<file path="config.mk">
export PLATFORM = sky130hd
export DESIGN_NAME = sce_eval
export DESIGN_NICKNAME = d
export VERILOG_FILES = /design/src/sce_pkg.sv /design/src/sce_eval.sv
export SDC_FILE = /design/constraint.sdc
export NUM_CORES = 1
export LEC_CHECK = 0
export ABC_AREA = 1
export BUFFER_PORTS_ARGS = -buffer_cell sky130_fd_sc_hd__buf_4
export CAP_MARGIN = 10
export CORE_ASPECT_RATIO = 0.7
export CORE_UTILIZATION = 56
export CTS_CLUSTER_DIAMETER = 80
export CTS_CLUSTER_SIZE = 30
export DETAILED_ROUTE_END_ITERATION = 12
export HOLD_SLACK_MARGIN = 0.12
export PLACE_DENSITY_LB_ADDON = 0.25
export SKIP_LAST_GASP = 1
export SYNTH_ARGS = -nofsm -noshare
export SYNTH_HDL_FRONTEND = slang
export SYNTH_SLANG_ARGS = --single-unit
export TNS_END_PERCENT = 20
</file>
<file path="constraint.sdc">
create_clock -name clk -period 6.5 [get_ports clk]
set_clock_uncertainty 0.2 [all_clocks]
set_input_delay 0.325 -clock clk [delete_from_list [all_inputs] [get_ports clk]]
set_output_delay 0.325 -clock clk [all_outputs]
set_load 0.005 [all_outputs]
</file>
<file path="src/sce_pkg.sv">
// Shared types, register indexes and the divide-by-count table of the contour erosion block.
package sce_pkg;

	localparam int PIX_W = 8;
	localparam int CFG_IDX_W = 3;
	localparam int CFG_DATA_W = 16;
	localparam int ROW_W = 12;
	localparam int FW_W = 11;
	localparam int SUM_W = 11;
	localparam int CNT_W = 4;
	localparam int RECIP_W = 16;
	localparam int RECIP_SH = 16;

	localparam logic [CFG_IDX_W-1:0] CFG_MATCH_ANY = 3'd0;
	localparam logic [CFG_IDX_W-1:0] CFG_LEVEL = 3'd1;
	localparam logic [CFG_IDX_W-1:0] CFG_THRESHOLD = 3'd2;
	localparam logic [CFG_IDX_W-1:0] CFG_WIDTH = 3'd3;
	localparam logic [CFG_IDX_W-1:0] CFG_HEIGHT = 3'd4;

	typedef logic [2*PIX_W-1:0] pix_t;  // label high byte, gray low byte

	typedef struct packed {
		logic match_any;
		logic [PIX_W-1:0] level;
		logic signed [15:0] threshold;
	} sce_cfg_t;

	typedef struct packed {
		logic erased;
		logic [PIX_W-1:0] label;
	} sce_res_t;

	// ceil(2^16 / n): exact quotient for sums up to 8 * 255
	function automatic logic [RECIP_W-1:0] recip(input logic [CNT_W-1:0] n);
		logic [RECIP_W-1:0] r;
		begin
			case (n)
				4'd2: r = 16'd32768;
				4'd3: r = 16'd21846;
				4'd4: r = 16'd16384;
				4'd5: r = 16'd13108;
				4'd6: r = 16'd10923;
				4'd7: r = 16'd9363;
				4'd8: r = 16'd8192;
				default: r = 16'd0;
			endcase
			return r;
		end
	endfunction

endpackage

</file>
<file path="src/sce_eval.sv">
// Four-stage erase decision for the center of one 3x3 window.
module sce_eval
	import sce_pkg::*;
(
	input  logic clk,
	input  logic arst_n,
	input  logic start,
	input  logic [8:0][2*PIX_W-1:0] win,
	input  sce_cfg_t cfg,
	output logic done,
	output sce_res_t res
);

	logic v_s1, v_s2, v_s3, v_s4;

	// stage 1: membership, zero-label neighbor count and gray sum
	logic [SUM_W-1:0] sum_c;
	logic [CNT_W-1:0] cnt_c;
	logic member_c;
	logic [SUM_W-1:0] sum_s1;
	logic [CNT_W-1:0] cnt_s1;
	logic member_s1;
	logic [PIX_W-1:0] cg_s1, cl_s1;

	always_comb begin
		sum_c = '0;
		cnt_c = '0;
		for (int i = 0; i < 9; i++) begin
			if (i != 4 && win[i][2*PIX_W-1:PIX_W] == '0) begin
				sum_c = sum_c + SUM_W'(win[i][PIX_W-1:0]);
				cnt_c = cnt_c + CNT_W'(1);
			end
		end
		if (cfg.match_any)
			member_c = win[4][2*PIX_W-1:PIX_W] != '0;
		else
			member_c = win[4][2*PIX_W-1:PIX_W] == cfg.level;
	end

	always_ff @(posedge clk) begin
		if (start) begin
			sum_s1 <= sum_c;
			cnt_s1 <= cnt_c;
			member_s1 <= member_c;
			cg_s1 <= win[4][PIX_W-1:0];
			cl_s1 <= win[4][2*PIX_W-1:PIX_W];
		end
	end

	// stage 2: mean gray through reciprocal multiply
	logic [SUM_W+RECIP_W-1:0] quot_c;
	logic [PIX_W-1:0] a_s2, cg_s2, cl_s2;
	logic ok_s2;

	assign quot_c = SUM_W'(sum_s1) * recip(cnt_s1);

	always_ff @(posedge clk) begin
		if (v_s1) begin
			a_s2 <= quot_c[RECIP_SH +: PIX_W];
			cg_s2 <= cg_s1;
			cl_s2 <= cl_s1;
			ok_s2 <= member_s1 && (cnt_s1 >= CNT_W'(2));
		end
	end

	// stage 3: sum, scaled contrast and threshold product
	logic [PIX_W:0] s_c;
	logic [PIX_W-1:0] ad_c;
	logic signed [PIX_W+1:0] s_sgn;
	logic signed [PIX_W+17:0] prod_c;
	logic [PIX_W:0] s_s3;
	logic [PIX_W+8:0] d_s3;
	logic signed [PIX_W+17:0] prod_s3;
	logic ok_s3;
	logic [PIX_W-1:0] cl_s3;

	always_comb begin
		s_c = {1'b0, a_s2} + {1'b0, cg_s2};
		ad_c = (a_s2 >= cg_s2) ? (a_s2 - cg_s2) : (cg_s2 - a_s2);
		s_sgn = signed'({1'b0, s_c});
		prod_c = (PIX_W+18)'(s_sgn) * (PIX_W+18)'(cfg.threshold);
	end

	always_ff @(posedge clk) begin
		if (v_s2) begin
			s_s3 <= s_c;
			d_s3 <= {ad_c, 9'd0};
			prod_s3 <= prod_c;
			ok_s3 <= ok_s2;
			cl_s3 <= cl_s2;
		end
	end

	// stage 4: compares
	logic gt_c, lt_c, er_c;

	always_comb begin
		gt_c = signed'({7'd0, s_s3}) > 17'(cfg.threshold);
		lt_c = signed'({1'b0, d_s3}) < prod_s3;
		er_c = ok_s3 && gt_c && lt_c;
	end

	always_ff @(posedge clk) begin
		if (v_s3) begin
			res.erased <= er_c;
			res.label <= er_c ? '0 : cl_s3;
		end
	end

	always_ff @(posedge clk or negedge arst_n) begin
		if (!arst_n) begin
			v_s1 <= 1'b0;
			v_s2 <= 1'b0;
			v_s3 <= 1'b0;
			v_s4 <= 1'b0;
		end else begin
			v_s1 <= start;
			v_s2 <= v_s1;
			v_s3 <= v_s2;
			v_s4 <= v_s3;
		end
	end

	assign done = v_s4;

	a_one_in_flight: assert property (@(posedge clk) disable iff (!arst_n)
		start |=> !start && !v_s2 && !v_s3 && !v_s4)
		else $error("eval restarted while busy");

endmodule

</file>
* Word level (Yosys, flattened, before mapping)
Index checks and enable logic that the tools add are counted.
** Word-level totals
- Register bits after elaboration :: 122
** Operators by class
- $add $sub $neg :: 17
- Multipliers :: 2
- $lt $le $gt $ge :: 4
- Eq/ne operators :: 8
- Multiplexer cells :: 19
- Reductions and logical operators :: 12
** Operators by type and width (count)
- case mux 16 bit (7 select lines) :: 1
- logical NOT 8 bit :: 8
- adder 11 x 8 -> 11 bit :: 5
- 2-to-1 mux 11 bit :: 5
- less-than comparator 18 x 26 -> 1 bit :: 1
- multiplier 10 x 16 -> 26 bit :: 1
- adder 4 x 1 -> 4 bit (second input constant) :: 6
- multiplier 11 x 16 -> 24 bit :: 1
- 2-to-1 mux 4 bit :: 6
- adder 8 x 8 -> 9 bit :: 2
- == test 4 x 3 -> 1 bit (second input constant) :: 4
- > comparator 10 x 16 -> 1 bit :: 1
- 2-to-1 mux 8 bit :: 2
- subtractor 8 bit :: 2
- adder 9 x 8 -> 10 bit :: 1
- 2-to-1 mux 10 bit :: 1
- 2-to-1 mux 9 bit :: 1
- == test 4 x 2 -> 1 bit (second input constant) :: 2
- == test 8 bit :: 1
- >= comparator 8 bit :: 1
- nonzero test 8 bit :: 1
- == test 4 bit (second input constant) :: 1
- >= comparator 4 x 2 -> 1 bit (second input constant) :: 1
- logical AND 1 bit :: 3
- 3 further kinds :: 4

* Logic depth before layout (Yosys ltp)
- Word-level depth :: 16
- Gate-level depth with buffers :: 57
- Depth with buffers taken out :: 57

* Worst setup path after synthesis
No wires, ideal clock.
- Path type :: in2reg
- From :: in win[8] (netlist bit)
- To :: reg sum_s1[10] (data pin)
- Data arrival time :: 7.113 ns
- Setup slack :: -1.062 ns
- Cell stages on the path :: 40
- Buffers on the path :: 0
- Path through :: nor2_1 nand2_1 nor2_4 inv_2 nor2_1 ha_1 inv_1 fa_1 o21ai_2 fa_1 inv_1 o21ai_2 inv_1 fa_1 o21ai_2 inv_1 fa_1 o21ai_2 (+4 left out) ha_1 a21o_1 a31oi_1 xor2_1 nand2_1 and2_1 ha_1 inv_1 o31ai_1 a21oi_1 o21bai_1 a31oi_1 nor2_1 nand3_2 nor2_4 nand3_1 nand2_1 inv_1
** Between the ends
- Word-level cells in the longest chain between the ends :: 16
** RTL lines
- start: declaration :: RTL line sce_eval.sv:8 : input logic [8:0][2*PIX_W-1:0] win,
- logical NOT 8 bit * :: RTL line sce_eval.sv:29 : if (i != 4 && win[i][2*PIX_W-1:PIX_W] == '0) begin
- 2-to-1 mux 8 bit * :: RTL line sce_eval.sv:29
- adder 8 x 8 -> 9 bit :: RTL line sce_eval.sv:30 : sum_c = sum_c + SUM_W'(win[i][PIX_W-1:0]);
- 2-to-1 mux 9 bit * :: RTL line sce_eval.sv:29
- adder 9 x 8 -> 10 bit :: RTL line sce_eval.sv:30
- 2-to-1 mux 10 bit * :: RTL line sce_eval.sv:29
- adder 11 x 8 -> 11 bit :: RTL line sce_eval.sv:30
- 2-to-1 mux 11 bit * :: RTL line sce_eval.sv:29
- adder 11 x 8 -> 11 bit :: RTL line sce_eval.sv:30
- 2-to-1 mux 11 bit * :: RTL line sce_eval.sv:29
- adder 11 x 8 -> 11 bit :: RTL line sce_eval.sv:30
- 2-to-1 mux 11 bit * :: RTL line sce_eval.sv:29
- adder 11 x 8 -> 11 bit :: RTL line sce_eval.sv:30
- 2-to-1 mux 11 bit * :: RTL line sce_eval.sv:29
- adder 11 x 8 -> 11 bit :: RTL line sce_eval.sv:30
- 2-to-1 mux 11 bit * :: RTL line sce_eval.sv:29
- via sum_c[10] :: RTL line sce_eval.sv:17 : logic [SUM_W-1:0] sum_c;
- end signal: assignment :: RTL line sce_eval.sv:42 : sum_s1 <= sum_c;
- end: declaration :: RTL line sce_eval.sv:20 : logic [SUM_W-1:0] sum_s1;
Mark *: on every way through the listed nets, which the timed path passes. The rest lies on a longest branch.
A chain may end at the register's enable or synchronous reset.

* Worst setup path in the final report
- From :: in win[15] (netlist bit)
- To :: reg sum_s1[10] (data pin)
Same word-level chain as after synthesis.

==> impl_results.md <==
- CTS Buf Count: 17
- Largest net degree at the start of global routing: 53
- Slew headroom: about 22%
- Tmin final: 7.34 ns
- CTS Sinks: 121
- Worst Tran Pin Value: 1.17 ns
- Post-Place Setup Slack: -1.38 ns
- Crit path largest cell delay: 0.35 ns
- Yosys warns: 0
- Syn_nets: 2940
- Core area: 33700 sq um
- Max Fclk: 0.136 GHz
- Clk root buf: clkbuf_16
- DRC: 0
- Boundary Pins: 182
- CTS tree: done
- Post-route setup slack: -0.845 ns
- CP Launch Point: win[15]
- Full die area: roughly 35000 sq um
- Max Slew Vio Count: 0
- Post-DP HPWL: 44.3 mm
- Clk slew on worst S/H paths: about 0.060 ns
- First-pass GRT wire length: 87.9 mm
- Count of port buffers added during placement: 181
- Sequential area share after synthesis: 18.7%
- Post-synth cell types: 60
- GR Util All Layers: 31.9%
- Worst flop-to-flop path startpoint: cg_s2[1]
- H-tree depth: 4
- Number of global-route vias before repair: 18000
- Failing checks: negative setup slack
- Routability cong.: 0.974
- Data required time at the worst endpoint: 6.49 ns
- Critical path launch point type: input port
- Outcome: finished, violations left
- Top FF cell, synth: edfxtp_1
- Die extent in x: ~220 um
- Hold Fails Final Rpt: 0
- Chip height: roughly 160 um
- Endpoints failing setup: 21
- Via count: between 15000 and 20000
- WL per Instance: 17.1 um
- Number of nets still failing antenna checks after routing: 0
- CP max FO: 4
- Signal arrival time at the worst endpoint: roughly 7.3 ns
- Commonest cells after routing, fill and taps aside: 489 x buf_4, 486 x inv_1, 394 x nand2_1
- ANT cells: 0
- Detailed Routing Iterations Pass 1: 6
- Post-Syn Area per Cell: between 8 and 9 sq um
- Dpl cells: ~3200
- Routed Wire Length: 56.7 mm
- Commonest non-fill, non-tap cell in the layout: buf_4
- Syn Std Cell Area: 19300 sq um
- FFs w/ async S/R, synth: 3.31%
- Starting Density: 57.3%
- Worst path slowest cell: fa_2
- Area grow syn2layout: 31.8%
- RSZ-0062 raised after global routing: true
- Final period util: 113%
- WS Path Type: input port to register
- Hold Path Class: input port to register
- Flops & latches, synth: 121
- Hold_sp: cfg[0]
- Max-cap violations: 0
- Vias per Instance: 5.36
- DRT iter0 DRCs: 1336
- Clock latency on the worst-skew pair: about 0.43 ns
- Share of post-route cells with drive strength above 1: between 20% and 30%
- EDFF count, synth: 117
- Fin cells: ~3300
- Fillers: 2363
- Cells after synthesis: 2306
- CP Capture Type: register
- GRT Residual Overflow: 0
- Row count: 56
- Layout net count: 3463
- CTS max path bufs: 2
- Initial antenna violation count: 0
-- area by class of cell --
type                            instances  area, sq um  share of cell area, %
Timing Repair Buffer                  527         4120                   16.2
Tap cell                              464          581                   2.28
Clock inverter                         13          214                  0.841
Sequential cell                       121         3610                   14.2
Clock buffer                           19          443                   1.74
Multi-Input combinational cell       1638        14500                   56.9
Inverter                              524         1980                   7.79
-- flip-flops by register name, summed over array words and instances, names as in the netlist --
name,cells
a_s2,8
sum_s1,11
cl_s1,8
ok_s2,1
v_s2,1
cnt_s1,4
cg_s2,8
res,9
cl_s3,8
prod_s3,26
cg_s1,8
v_s1,1
s_s3,9
d_s3,7
ok_s3,1
member_s1,1
cl_s2,8
done,1
v_s3,1
-- critical path, delay by kind of cell --
family	cells	cell delay (ns)
adder cells (fa/ha/maj)	8	1.99
AO/OA/AOI/OAI	9	1.34
AND/OR/NAND/NOR	22	2.21
buffers and inverters	10	0.75
XOR/XNOR	5	0.69
-- path summary, 6_finish.rpt --
path                               end  slack (ns)  cells past startpoint
setup / recovery            sum_s1[10]       -0.84                     54
max in group asynchronous         v_s2        5.31                      3
min in group asynchronous         v_s3        0.61                      3
hold / removal              prod_s3[1]        0.15                      4
hold reg to reg                  ok_s3        0.22                      0
setup reg to reg           prod_s3[24]       -0.66                     26
-- kinds of logic (layout without fill, tap and decap cells) --
family | count (synthesis) | after routing | share of synthesized area (%)
fa+ha+maj | 462 | 462 | 39.8
mux | 2 | 2 | 0.110
buf+inv | 547 | 1083 | 10.8
flops | 121 | 121 | 18.7
simple gates | 838 | 838 | 18.8
xor+xnor | 90 | 90 | 4.09
compound gates | 246 | 246 | 7.58
-- layer usage --
| metal | global-route usage (%) | up-vias | share of wire (%) |
|---|---|---|---|
| met5 | 0 | - | 0 |
| met4 | 6.69 | 0 | 2.2 |
| met3 | 6.50 | 129 | 8.6 |
| met2 | 52.9 | 806 | 46 |
| met1 | 43.4 | 8543 | 43 |
| li1 | - | 8245 | - |
-- stage by stage --
stage | cell area [sq um] | hold WS (ns) | setup TNS, ns | util [%]
2_1_floorplan | 19400 | -0.171 | -3.79 | -
3_3_place_gp | 23500 | -0.0794 | -8.91 | 69.6
3_5_place_dp | 23500 | -0.0772 | -11.83 | 69.6
4_1_cts | 24800 | 0.131 | -7.40 | 73.5
5_1_grt | 25400 | 0.157 | -17.67 | 75.4
6_report | 25400 | 0.151 | -9.40 | 75.4
-- cells in the mapped netlist (6+ instances only) --
cell      number  area [sq um]
fa_1         254          5080
xor2_1        60           526
nor2_2         6          37.5
o21ai_1       10          50.1
inv_1        502          1880
nor2_1       248           931
o21bai_1       7          52.6
nand3_1       63           315
ha_1         208          2600
buf_2          9          45.0
o21ai_2       16           140
xnor2_1       30           263
nand2_2       22           138
clkbuf_1      11          41.3
nand4_1       16           100
clkinv_1       7          26.3
edfxtp_1     117          3510
nor3_1         8          40.0
or2_2          8          50.1
nor2_4         8          90.1
o211ai_1       6          45.0
inv_2         12          45.0
and2_1         8          50.1
nand2_1      414          1550
nand3_2        7          70.1
nor4_1        14          87.6
a21oi_1      119           596
a31oi_1        9          56.3
o21ai_0       48           240
-- timing repair --
item,4_1_cts,5_1_grt
hold buffers,21,0
gates resized for setup,71,104
endpoints found under the hold margin,23,0
pin swaps,44,70
setup buffers,15,28
endpoints found under the setup margin,21,27
Power is not shown: default switching activity piles up to over one toggle a cycle in this logic, so the estimate is an artifact.
